[config.mk]
export PLATFORM = sky130hd
export DESIGN_NAME = scanline_polygon_span_fill_unit
export DESIGN_NICKNAME = d
export VERILOG_FILES = /design/src/design/spf_pkg.sv /design/src/design/spf_divider.sv /design/src/design/scanline_polygon_span_fill_unit.sv
export SDC_FILE = /design/constraint.sdc
export NUM_CORES = 2
export LEC_CHECK = 0
export BUFFER_PORTS_ARGS = -buffer_cell sky130_fd_sc_hd__buf_4
export CAP_MARGIN = 20
export CELL_PAD_IN_SITES_DETAIL_PLACEMENT = 1
export CELL_PAD_IN_SITES_GLOBAL_PLACEMENT = 2
export CORE_MARGIN = 8
export CORE_UTILIZATION = 46
export CTS_BUF_LIST = sky130_fd_sc_hd__clkbuf_16
export DETAILED_ROUTE_END_ITERATION = 8
export GPL_TIMING_DRIVEN = 0
export HOLD_SLACK_MARGIN = 0.05
export PLACE_DENSITY_LB_ADDON = 0.1
export RECOVER_POWER = 25
export SLEW_MARGIN = 20
export SYNTH_ARGS = -nofsm -noshare
export SYNTH_HDL_FRONTEND = slang
export SYNTH_SLANG_ARGS = --single-unit
[constraint.sdc]
create_clock -name clock -period 10.6 [get_ports clock]
set_input_delay 1.06 -clock clock [delete_from_list [all_inputs] [get_ports clock]]
set_output_delay 1.06 -clock clock [all_outputs]
set_load 0.1 [all_outputs]
[src/design/spf_pkg.sv]
// ----------------------------------------------------------------------------
// spf_pkg: shared types and constants for the scanline span fill unit
// Request and response payload structs, command and status codes.
// ----------------------------------------------------------------------------
package spf_pkg;

   localparam int CoordBits = 10;
   localparam int CountBits = 6;

   typedef enum logic {
      CMD_LOAD = 1'b0,
      CMD_SCAN = 1'b1
   } command_type;

   typedef enum logic [1:0] {
      STATUS_OK     = 2'd0,
      STATUS_FULL   = 2'd1,
      STATUS_OPEN   = 2'd2,
      STATUS_UNUSED = 2'd3
   } status_type;

   typedef struct packed {
      logic                 command;
      logic [CoordBits-1:0] coord_x;
      logic [CoordBits-1:0] coord_y;
      logic                 last_vertex;
   } req_type;

   typedef struct packed {
      logic                 span_valid;
      logic [CoordBits-1:0] span_start;
      logic [CoordBits-1:0] span_end;
      logic                 last_result;
      logic [CountBits-1:0] loaded_count;
      logic [CoordBits-1:0] lowest_y;
      logic [CoordBits-1:0] highest_y;
      logic [1:0]           status;
   } rsp_type;

   typedef struct packed {
      logic start;
      logic done;
   } div_ctl_type;

endpackage

[src/design/spf_divider.sv]
// ----------------------------------------------------------------------------
// spf_divider: shared restoring divider
// Unsigned quotient of num by den, one quotient bit per cycle.
// ----------------------------------------------------------------------------
module spf_divider #(
   parameter int NumBits = 32,
   parameter int DenBits = 12
) (
   input  logic                 clock,
   input  logic                 reset,
   input  logic                 start,
   input  logic [NumBits-1:0]   num,
   input  logic [DenBits-1:0]   den,
   output logic                 done,
   output logic [NumBits-1:0]   quot
);
   localparam int CntBits = $clog2(NumBits + 1);

   logic [NumBits-1:0] quot_ff, quot_in;
   logic [DenBits:0]   rem_ff, rem_in;
   logic [DenBits-1:0] den_ff, den_in;
   logic [CntBits-1:0] cnt_ff, cnt_in;
   logic               busy_ff, busy_in, done_ff, done_in;
   logic [DenBits:0]   trial;
   logic [DenBits+1:0] diff;

   always_comb begin
      quot_in = quot_ff;
      rem_in  = rem_ff;
      den_in  = den_ff;
      cnt_in  = cnt_ff;
      busy_in = busy_ff;
      done_in = 1'b0;
      trial   = {rem_ff[DenBits-1:0], quot_ff[NumBits-1]};
      diff    = {1'b0, trial} - {2'b00, den_ff};
      if (start) begin
         quot_in = num;
         rem_in  = '0;
         den_in  = den;
         cnt_in  = CntBits'(NumBits);
         busy_in = 1'b1;
      end else if (busy_ff) begin
         if (!diff[DenBits+1]) begin
            rem_in  = diff[DenBits:0];
            quot_in = {quot_ff[NumBits-2:0], 1'b1};
         end else begin
            rem_in  = trial;
            quot_in = {quot_ff[NumBits-2:0], 1'b0};
         end
         cnt_in = cnt_ff - 1'b1;
         if (cnt_ff == CntBits'(1)) begin
            busy_in = 1'b0;
            done_in = 1'b1;
         end
      end
   end

   always_ff @(posedge clock) begin
      quot_ff <= quot_in;
      rem_ff  <= rem_in;
      den_ff  <= den_in;
      cnt_ff  <= cnt_in;
      if (reset) begin
         busy_ff <= 1'b0;
         done_ff <= 1'b0;
      end else begin
         busy_ff <= busy_in;
         done_ff <= done_in;
      end
   end

   assign done = done_ff;
   assign quot = quot_ff;

   assert property (@(posedge clock) disable iff (reset) done |-> !busy_ff)
      else $error("divider done while busy");
   assert property (@(posedge clock) disable iff (reset) start |=> busy_ff)
      else $error("divider did not start");
   assert property (@(posedge clock) disable iff (reset) busy_ff |-> cnt_ff != '0)
      else $error("divider count underflow");
endmodule

[src/design/scanline_polygon_span_fill_unit.sv]
// ----------------------------------------------------------------------------
// scanline_polygon_span_fill_unit: even-odd scanline span generator
// Holds one polygon and returns the filled spans of a requested row.
// ----------------------------------------------------------------------------
// Usage: drive req_payload and pulse start while busy is low. A load request
// (command 0) stores one vertex; last_vertex closes the polygon, and the next
// load starts a new one. A scan request (command 1) returns the spans of row
// coord_y, one per rsp_strobe cycle, last_result on the final one; a scan
// with no span, an open polygon, or any load returns a single response.
// Sequence: a load is answered from ST_DONE. A scan walks the edges one at
// a time, each through ST_EDGE_RD, ST_EDGE_RD2, ST_EDGE and ST_DIV, and an
// edge that crosses the row also through ST_MUL and the shared bit-serial
// divider of 2*COORD_BITS+2 steps; then an insertion sort over the crossing
// memory, one compare per cycle; then ST_EMIT_RD, ST_EMIT and ST_EMIT2 for
// each span.
// busy is high from acceptance until the last response is shown.
// Reset clears the vertex count, closed flag and y range; the vertex memories
// need no clearing. The receiver cannot stall: each response is valid for
// exactly one cycle.
// ----------------------------------------------------------------------------
module scanline_polygon_span_fill_unit #(
   parameter int MAX_VERTICES = 32,
   parameter int COORD_BITS   = 10
) (
   input  logic              clock,
   input  logic              reset,
   input  logic              start,
   output logic              busy,
   input  spf_pkg::req_type  req_payload,
   output logic              rsp_strobe,
   output spf_pkg::rsp_type  rsp_payload
);
   import spf_pkg::*;

   localparam int AddrBits = (MAX_VERTICES > 1) ? $clog2(MAX_VERTICES) : 1;
   localparam int TotBits  = $clog2(MAX_VERTICES + 1);
   localparam int CB       = COORD_BITS;
   localparam int NumBits  = 2 * CB + 2;
   localparam int DenBits  = CB + 2;
   localparam int SpanLimit = 16;
   localparam logic [CB-1:0] CoordMax = {CB{1'b1}};

   typedef enum logic [3:0] {
      ST_IDLE, ST_EDGE_RD, ST_EDGE_RD2, ST_EDGE, ST_MUL, ST_DIV, ST_SORT_RD, ST_SORT,
      ST_EMIT_RD, ST_EMIT, ST_EMIT2, ST_DONE
   } state_type;

   state_type          state_ff;
   logic [CB-1:0]      vx_mem [MAX_VERTICES];
   logic [CB-1:0]      vy_mem [MAX_VERTICES];
   logic [CB-1:0]      xb_mem [MAX_VERTICES];
   logic [TotBits-1:0] total_ff;
   logic               closed_ff;
   logic [CB-1:0]      ymin_ff, ymax_ff, row_ff;
   logic [TotBits-1:0] edge_ff, cnt_ff, si_ff, sk_ff, span_ff, nspan_ff;
   logic [CB-1:0]      xi_ff, yi_ff, xj_ff, yj_ff, sv_ff, rd_ff, lo_ff;
   logic               neg_ff;
   logic [NumBits-1:0] num_ff;
   logic [DenBits-1:0] den_ff;
   logic               div_start;
   logic               div_done;
   logic [NumBits-1:0] div_q;
   logic               rsp_strobe_ff;
   rsp_type            rsp_ff;
   logic [CB:0]        adx, ady, ddy;
   logic               cross_hit;
   logic [CB+1:0]      xsum;
   logic [TotBits-1:0] nxt_edge;

   spf_divider #(.NumBits(NumBits), .DenBits(DenBits)) u_div (
      .clock(clock), .reset(reset), .start(div_start),
      .num(num_ff), .den(den_ff), .done(div_done), .quot(div_q)
   );

   assign nxt_edge  = (edge_ff + 1'b1 == total_ff) ? '0 : edge_ff + 1'b1;
   assign cross_hit = (row_ff >= yi_ff && row_ff < yj_ff) ||
                      (row_ff < yi_ff && row_ff >= yj_ff);
   assign adx = (xj_ff >= xi_ff) ? {1'b0, xj_ff - xi_ff} : {1'b0, xi_ff - xj_ff};
   assign ady = (yj_ff >= yi_ff) ? {1'b0, yj_ff - yi_ff} : {1'b0, yi_ff - yj_ff};
   assign ddy = (row_ff >= yi_ff) ? {1'b0, row_ff - yi_ff} : {1'b0, yi_ff - row_ff};
   assign xsum = neg_ff ? ({2'b00, xi_ff} - (CB+2)'(div_q))
                        : ({2'b00, xi_ff} + (CB+2)'(div_q));
   assign div_start = (state_ff == ST_MUL);

   function automatic rsp_type mk_rsp(logic v, logic [CB-1:0] s, logic [CB-1:0] e,
                                      logic l, logic [1:0] st,
                                      logic [TotBits-1:0] tot,
                                      logic [CB-1:0] lo, logic [CB-1:0] hi);
      rsp_type r;
      r.span_valid   = v;
      r.span_start   = CoordBits'(s);
      r.span_end     = CoordBits'(e);
      r.last_result  = l;
      r.loaded_count = (TotBits > CountBits && tot > TotBits'(63)) ? 6'd63
                       : CountBits'(tot);
      r.lowest_y     = CoordBits'(lo);
      r.highest_y    = CoordBits'(hi);
      r.status       = st;
      return r;
   endfunction

   always_ff @(posedge clock) begin
      if (start && !busy && req_payload.command == CMD_LOAD) begin
         if (!(closed_ff == 1'b0 && total_ff >= TotBits'(MAX_VERTICES))) begin
            vx_mem[closed_ff ? '0 : AddrBits'(total_ff)] <= CB'(req_payload.coord_x);
            vy_mem[closed_ff ? '0 : AddrBits'(total_ff)] <= CB'(req_payload.coord_y);
         end
      end
      if (state_ff == ST_EDGE_RD || state_ff == ST_EDGE_RD2) begin
         xi_ff <= xj_ff;
         yi_ff <= yj_ff;
         xj_ff <= vx_mem[AddrBits'(state_ff == ST_EDGE_RD ? edge_ff : nxt_edge)];
         yj_ff <= vy_mem[AddrBits'(state_ff == ST_EDGE_RD ? edge_ff : nxt_edge)];
      end
      if (state_ff == ST_EDGE) begin
         num_ff <= NumBits'(({1'b0, ddy} * {1'b0, adx}) * 2) + NumBits'(ady);
         den_ff <= DenBits'({ady, 1'b0});
         neg_ff <= (xj_ff < xi_ff) && adx != '0 && ddy != '0;
      end
      if (state_ff == ST_DIV && div_done) begin
         xb_mem[AddrBits'(cnt_ff)] <= xsum[CB+1] ? '0 :
                                      (xsum[CB] ? CoordMax : xsum[CB-1:0]);
      end
      rd_ff <= xb_mem[AddrBits'(state_ff == ST_EMIT_RD ? {span_ff, 1'b0} :
                               (state_ff == ST_EMIT ? {span_ff, 1'b1} :
                               (state_ff == ST_SORT_RD ? si_ff - 1'b1 : sk_ff - 2'd2)))];
      if (state_ff == ST_SORT_RD) sv_ff <= xb_mem[AddrBits'(si_ff)];
      if (state_ff == ST_SORT) begin
         if (sk_ff != '0 && rd_ff > sv_ff) xb_mem[AddrBits'(sk_ff)] <= rd_ff;
         else xb_mem[AddrBits'(sk_ff)] <= sv_ff;
      end
      if (state_ff == ST_EMIT) lo_ff <= rd_ff;
   end

   always_ff @(posedge clock) begin
      if (reset) begin
         state_ff      <= ST_IDLE;
         total_ff      <= '0;
         closed_ff     <= 1'b0;
         ymin_ff       <= CoordMax;
         ymax_ff       <= '0;
         rsp_strobe_ff <= 1'b0;
         edge_ff       <= '0;
         cnt_ff        <= '0;
         si_ff         <= '0;
         sk_ff         <= '0;
         span_ff       <= '0;
         nspan_ff      <= '0;
         row_ff        <= '0;
      end else begin
         rsp_strobe_ff <= 1'b0;
         unique case (state_ff)
            ST_IDLE: begin
               if (start) begin
                  if (req_payload.command == CMD_LOAD) begin
                     logic [TotBits-1:0] t;
                     logic [CB-1:0] lo, hi, cy;
                     logic [1:0] st;
                     t  = closed_ff ? '0 : total_ff;
                     lo = closed_ff ? CoordMax : ymin_ff;
                     hi = closed_ff ? '0 : ymax_ff;
                     cy = CB'(req_payload.coord_y);
                     st = STATUS_OK;
                     if (t >= TotBits'(MAX_VERTICES)) st = STATUS_FULL;
                     else begin
                        t = t + 1'b1;
                        if (cy < lo) lo = cy;
                        if (cy > hi) hi = cy;
                     end
                     total_ff  <= t;
                     ymin_ff   <= lo;
                     ymax_ff   <= hi;
                     closed_ff <= req_payload.last_vertex;
                     rsp_ff    <= mk_rsp(1'b0, '0, '0, 1'b1, st, t, lo, hi);
                     state_ff  <= ST_DONE;
                  end else if (!closed_ff || total_ff == '0) begin
                     rsp_ff   <= mk_rsp(1'b0, '0, '0, 1'b1, STATUS_OPEN, total_ff,
                                        ymin_ff, ymax_ff);
                     state_ff <= ST_DONE;
                  end else begin
                     row_ff   <= CB'(req_payload.coord_y);
                     edge_ff  <= '0;
                     cnt_ff   <= '0;
                     state_ff <= ST_EDGE_RD;
                  end
               end
            end
            ST_EDGE_RD:  state_ff <= ST_EDGE_RD2;
            ST_EDGE_RD2: state_ff <= ST_EDGE;
            ST_EDGE: state_ff <= cross_hit ? ST_MUL : ST_DIV;
            ST_MUL:  state_ff <= ST_DIV;
            ST_DIV: begin
               if (!cross_hit || div_done) begin
                  if (cross_hit) cnt_ff <= cnt_ff + 1'b1;
                  if (edge_ff + 1'b1 == total_ff) begin
                     si_ff    <= TotBits'(1);
                     state_ff <= ST_SORT_RD;
                  end else begin
                     edge_ff  <= edge_ff + 1'b1;
                     state_ff <= ST_EDGE_RD;
                  end
               end
            end
            ST_SORT_RD: begin
               if (si_ff >= cnt_ff) begin
                  span_ff  <= '0;
                  nspan_ff <= ((cnt_ff >> 1) > TotBits'(SpanLimit)) ? TotBits'(SpanLimit)
                                                                    : (cnt_ff >> 1);
                  state_ff <= ST_EMIT_RD;
               end else begin
                  sk_ff    <= si_ff;
                  state_ff <= ST_SORT;
               end
            end
            ST_SORT: begin
               if (sk_ff != '0 && rd_ff > sv_ff) sk_ff <= sk_ff - 1'b1;
               else begin
                  si_ff    <= si_ff + 1'b1;
                  state_ff <= ST_SORT_RD;
               end
            end
            ST_EMIT_RD: begin
               if (nspan_ff == '0) begin
                  rsp_ff   <= mk_rsp(1'b0, '0, '0, 1'b1, STATUS_OK, total_ff,
                                     ymin_ff, ymax_ff);
                  state_ff <= ST_DONE;
               end else state_ff <= ST_EMIT;
            end
            ST_EMIT:  state_ff <= ST_EMIT2;
            ST_EMIT2: begin
               rsp_strobe_ff <= 1'b1;
               rsp_ff <= mk_rsp(1'b1, lo_ff, rd_ff, span_ff + 1'b1 == nspan_ff,
                                STATUS_OK, total_ff, ymin_ff, ymax_ff);
               span_ff  <= span_ff + 1'b1;
               state_ff <= (span_ff + 1'b1 == nspan_ff) ? ST_IDLE : ST_EMIT_RD;
            end
            ST_DONE: begin
               rsp_strobe_ff <= 1'b1;
               state_ff      <= ST_IDLE;
            end
            default: state_ff <= ST_IDLE;
         endcase
      end
   end

   assign busy        = (state_ff != ST_IDLE);
   assign rsp_strobe  = rsp_strobe_ff;
   assign rsp_payload = rsp_ff;

   assert property (@(posedge clock) disable iff (reset)
      (start && !busy) |=> busy)
      else $error("request accepted but unit not busy");
   assert property (@(posedge clock) disable iff (reset)
      rsp_strobe && rsp_payload.span_valid |-> rsp_payload.span_start <= rsp_payload.span_end)
      else $error("span out of order");
   assert property (@(posedge clock) disable iff (reset)
      total_ff <= TotBits'(MAX_VERTICES))
      else $error("vertex count overflow");
   assert property (@(posedge clock) disable iff (reset)
      (state_ff != ST_IDLE && state_ff != ST_DONE) |-> cnt_ff <= total_ff)
      else $error("more crossings than edges");
endmodule

==> results.sh <==
export IMPL_outcome="finished, violations left"
export IMPL_violations="max-capacitance violations, max-slew violations"
export IMPL_min_period_ns=9.17
export IMPL_synth_warnings=0
export IMPL_hold_depth=0
export IMPL_dieWidth_um=379
export IMPL_grt_overflow_total=0
export IMPL_die_h_um=379
export IMPL_slew_headroom_pct=-90.0
export IMPL_critPathSlowestCell="xor2_1"
export IMPL_slew_violations=682
export IMPL_clockRootBuffer="clkbuf_16"
export IMPL_drt_pass1_iterations=5
export IMPL_start_util_pct=46.2
export IMPL_muxShareOfSynthArea_pct=9.77
export IMPL_synth_async_reset_ratio_pct=0
export IMPL_place_congestion=0.936
export IMPL_grt_max_degree=40
export IMPL_place_hpwl_mm=137
export IMPL_synth_common_cells="edfxtp_1 (1,134), nand2_1 (570), nor2_1 (429)"
export IMPL_synth_top_family_by_area="simple AND/OR/NAND/NOR gates"
export IMPL_finalNetCount=5190
export IMPL_cp_arrival_ns=9.67
export IMPL_setup_ws_ns=1.43
export IMPL_cp_end_kind="flip-flop"
export IMPL_cts_hold_buf=0
export IMPL_cts_max_level=4
export IMPL_cts_tree="built"
export IMPL_grt_pass1_vias=41932
export IMPL_yosys_area_top_type="edfxtp_1"
export IMPL_worstSetupPathType="reg2reg"
export IMPL_postRouteAntennaNets=0
export IMPL_core_area_um2=131000
export IMPL_rows=133
export IMPL_synth_top_area_share_pct=56.3
export IMPL_rr_worst_depth=28
export IMPL_synth_area_um2=60500
export IMPL_hold_viol=0
export IMPL_start_kind="flip-flop"
export IMPL_wirelength_mm=189
export IMPL_synth_compound_area_share_pct=8.54
export IMPL_syn_num_nets=4926
export IMPL_synth_area_top_cells="edfxtp_1 (56%), mux4_2 (6.7%), ha_1 (4.2%)"
export IMPL_cp_required_ns=11.10
export IMPL_num_vias=39679
export IMPL_crit_fanout=10
export IMPL_post_cts_buffers=0
export IMPL_maxCapViolations=19
export IMPL_synth_cells=4629
export IMPL_yosysMostFrequentCell="edfxtp_1"
export IMPL_drive_gt1_share_pct=14.6
export IMPL_rsz0062_at_grt="false"
export IMPL_regArea_um2=36200
export IMPL_drcViolationCount=0
export IMPL_wl_per_cell_um=27.9
export IMPL_viasPerCell=5.88
export IMPL_pin_count=77
export IMPL_cpMostUsedCell="fa_1"
export IMPL_syn2layout_area_growth_pct=13.6
export IMPL_synthDistinctLibCells=92
export IMPL_clock_fmax_mhz=109
export IMPL_synth_fa_ha_area_share_pct=6.50
export IMPL_fillers=13143
export IMPL_antenna_found_initial=2
export IMPL_insertion_delay_ns=0.81
export IMPL_numPortBuffers=75
export IMPL_drt_iter0_drc=2966
export IMPL_dieArea_um2=143000
export IMPL_clockBufferDepth=3
export IMPL_multi_input_area_um2=22800
export IMPL_synth_edf_count=1134
export IMPL_fin_crit_sh_pct=86.5
export IMPL_postSynthAreaPerCell_um2=13.1
export IMPL_clk_pin_slew_worst_paths_ns=0.05
export IMPL_synth_main_ff_cell="edfxtp_1"
export IMPL_grt_usage_pct=26.2
export IMPL_ys_ff_latch=1240
export IMPL_clkSinkCount=1240
export IMPL_synth_simple_gate_area_share_pct=10.6
export IMPL_place_ws_ns=1.21
export IMPL_finalSetupViolations=0
export IMPL_grt_pass1_wl_mm=279
export IMPL_hold_path_class="reg2reg"
export IMPL_critPathMaxStageDelay_ns=0.70
export IMPL_seq_area_frac_synth_pct=59.8
export IMPL_cts_made_buffers=139
export IMPL_synth_xor_area_share_pct=1.62
export IMPL_ctsResizeCount=0
export IMPL_worst_pin_slew_ns=2.85
export IMPL_finClkSkew_ns=0.0605
## kinds of logic after synthesis
family                     after synthesis
buffers and inverters                  458
AOI/OAI and AO/OA                      755
DFF                                   1240
and+or+nand+nor                       1434
xor gates and xnor gates               111
muxes                                  359
adders and majority gates              272
## placed cells by master, fill, tap and decap left out, types with 20 or more instances in the layout
cell,count
a211oi_1,50
o22ai_1,27
buf_2,79
buf_4,96
or3_1,21
and3_1,47
nor2b_1,42
clkbuf_16,141
xnor2_1,71
clkinv_1,29
dfxtp_1,106
a21oi_1,135
a22oi_1,29
a311oi_1,24
mux2_1,20
mux2_2,31
o21ai_1,25
a222oi_1,20
xor2_1,38
edfxtp_1,1134
mux2i_1,127
nor3_1,47
o21a_1,34
nand2_1,570
nand2b_1,45
a31oi_1,52
clkbuf_1,162
a21o_1,44
inv_1,223
mux4_2,180
nor2_1,394
o21ai_0,130
ha_1,201
fa_1,71
nand3_1,120
and2_1,32
## path summary, 6_finish.rpt
path | from | to | slack [ns]
max | yi_ff[1]$_DFFE_PP_ | num_ff[20]$_DFFE_PP_ | 1.43
min | den_ff[4]$_DFFE_PP_ | u_div.den_ff[4]$_DFFE_PP_ | 0.42
max reg2reg | yi_ff[1]$_DFFE_PP_ | num_ff[20]$_DFFE_PP_ | 1.43
min reg2reg | den_ff[4]$_DFFE_PP_ | u_div.den_ff[4]$_DFFE_PP_ | 0.42
## flip-flops by register name, indices dropped and copies added (netlist names), 9 cells and up
signal,count
u_div.den_ff,10
ymin_ff,10
rd_ff,10
vx_mem,320
den_ff,9
rsp_payload,50
ymax_ff,10
xb_mem,320
sv_ff,10
vy_mem,320
yj_ff,10
row_ff,10
num_ff,22
u_div.rem_ff,12
yi_ff,10
xi_ff,10
xj_ff,10
u_div.quot,22
lo_ff,10
## critical path, delay by kind of cell, from the launching register on
| kind | cells | cell delay [ns] |
|---|---|---|
| AOI/OAI and AO/OA | 6 | 1.69 |
| xor gates and xnor gates | 3 | 1.04 |
| adders and majority gates | 7 | 3.23 |
| buffers and inverters | 5 | 0.74 |
| DFF | 1 | 0.49 |
| muxes | 1 | 0.12 |
| and+or+nand+nor | 6 | 1.58 |
## cell type report
type                            instances  share of cell area (%)
Sequential cell                      1240                    52.6
Multi-Input combinational cell       2931                    33.1
Clock buffer                          141                    5.13
Tap cell                             1755                    3.19
Buffer                                262                    1.78
Timing Repair Buffer                  123                    1.60
Clock inverter                        104                    1.51
Inverter                              196                    1.07
Antenna cell                            1                 0.00364
## metal layers
metal | GRT usage [%] | up-vias | routed length, um
li1 | - | 17800 | -
met1 | 31.5 | 20449 | 74700
met2 | 46.2 | 1083 | 96000
met3 | 3.52 | 345 | 7550
met4 | 12.9 | 2 | 10300
met5 | 0 | - | 11
## through the flow
stage          hold WS, ns  TNS, ns  utilization (%)  std cells  cell area, um2
2_1_floorplan        0.400        0                -       4629           60500
3_3_place_gp         0.405   -12.82             48.3       6459           63300
3_5_place_dp         0.406        0             49.0       6505           64200
4_1_cts              0.419        0             52.5       6750           68800
5_1_grt              0.436        0             52.5       6753           68800
6_report             0.424        0             52.5       6753           68800
Power is not shown: default switching activity piles up to over one toggle a cycle in this logic, so the estimate is an artifact.
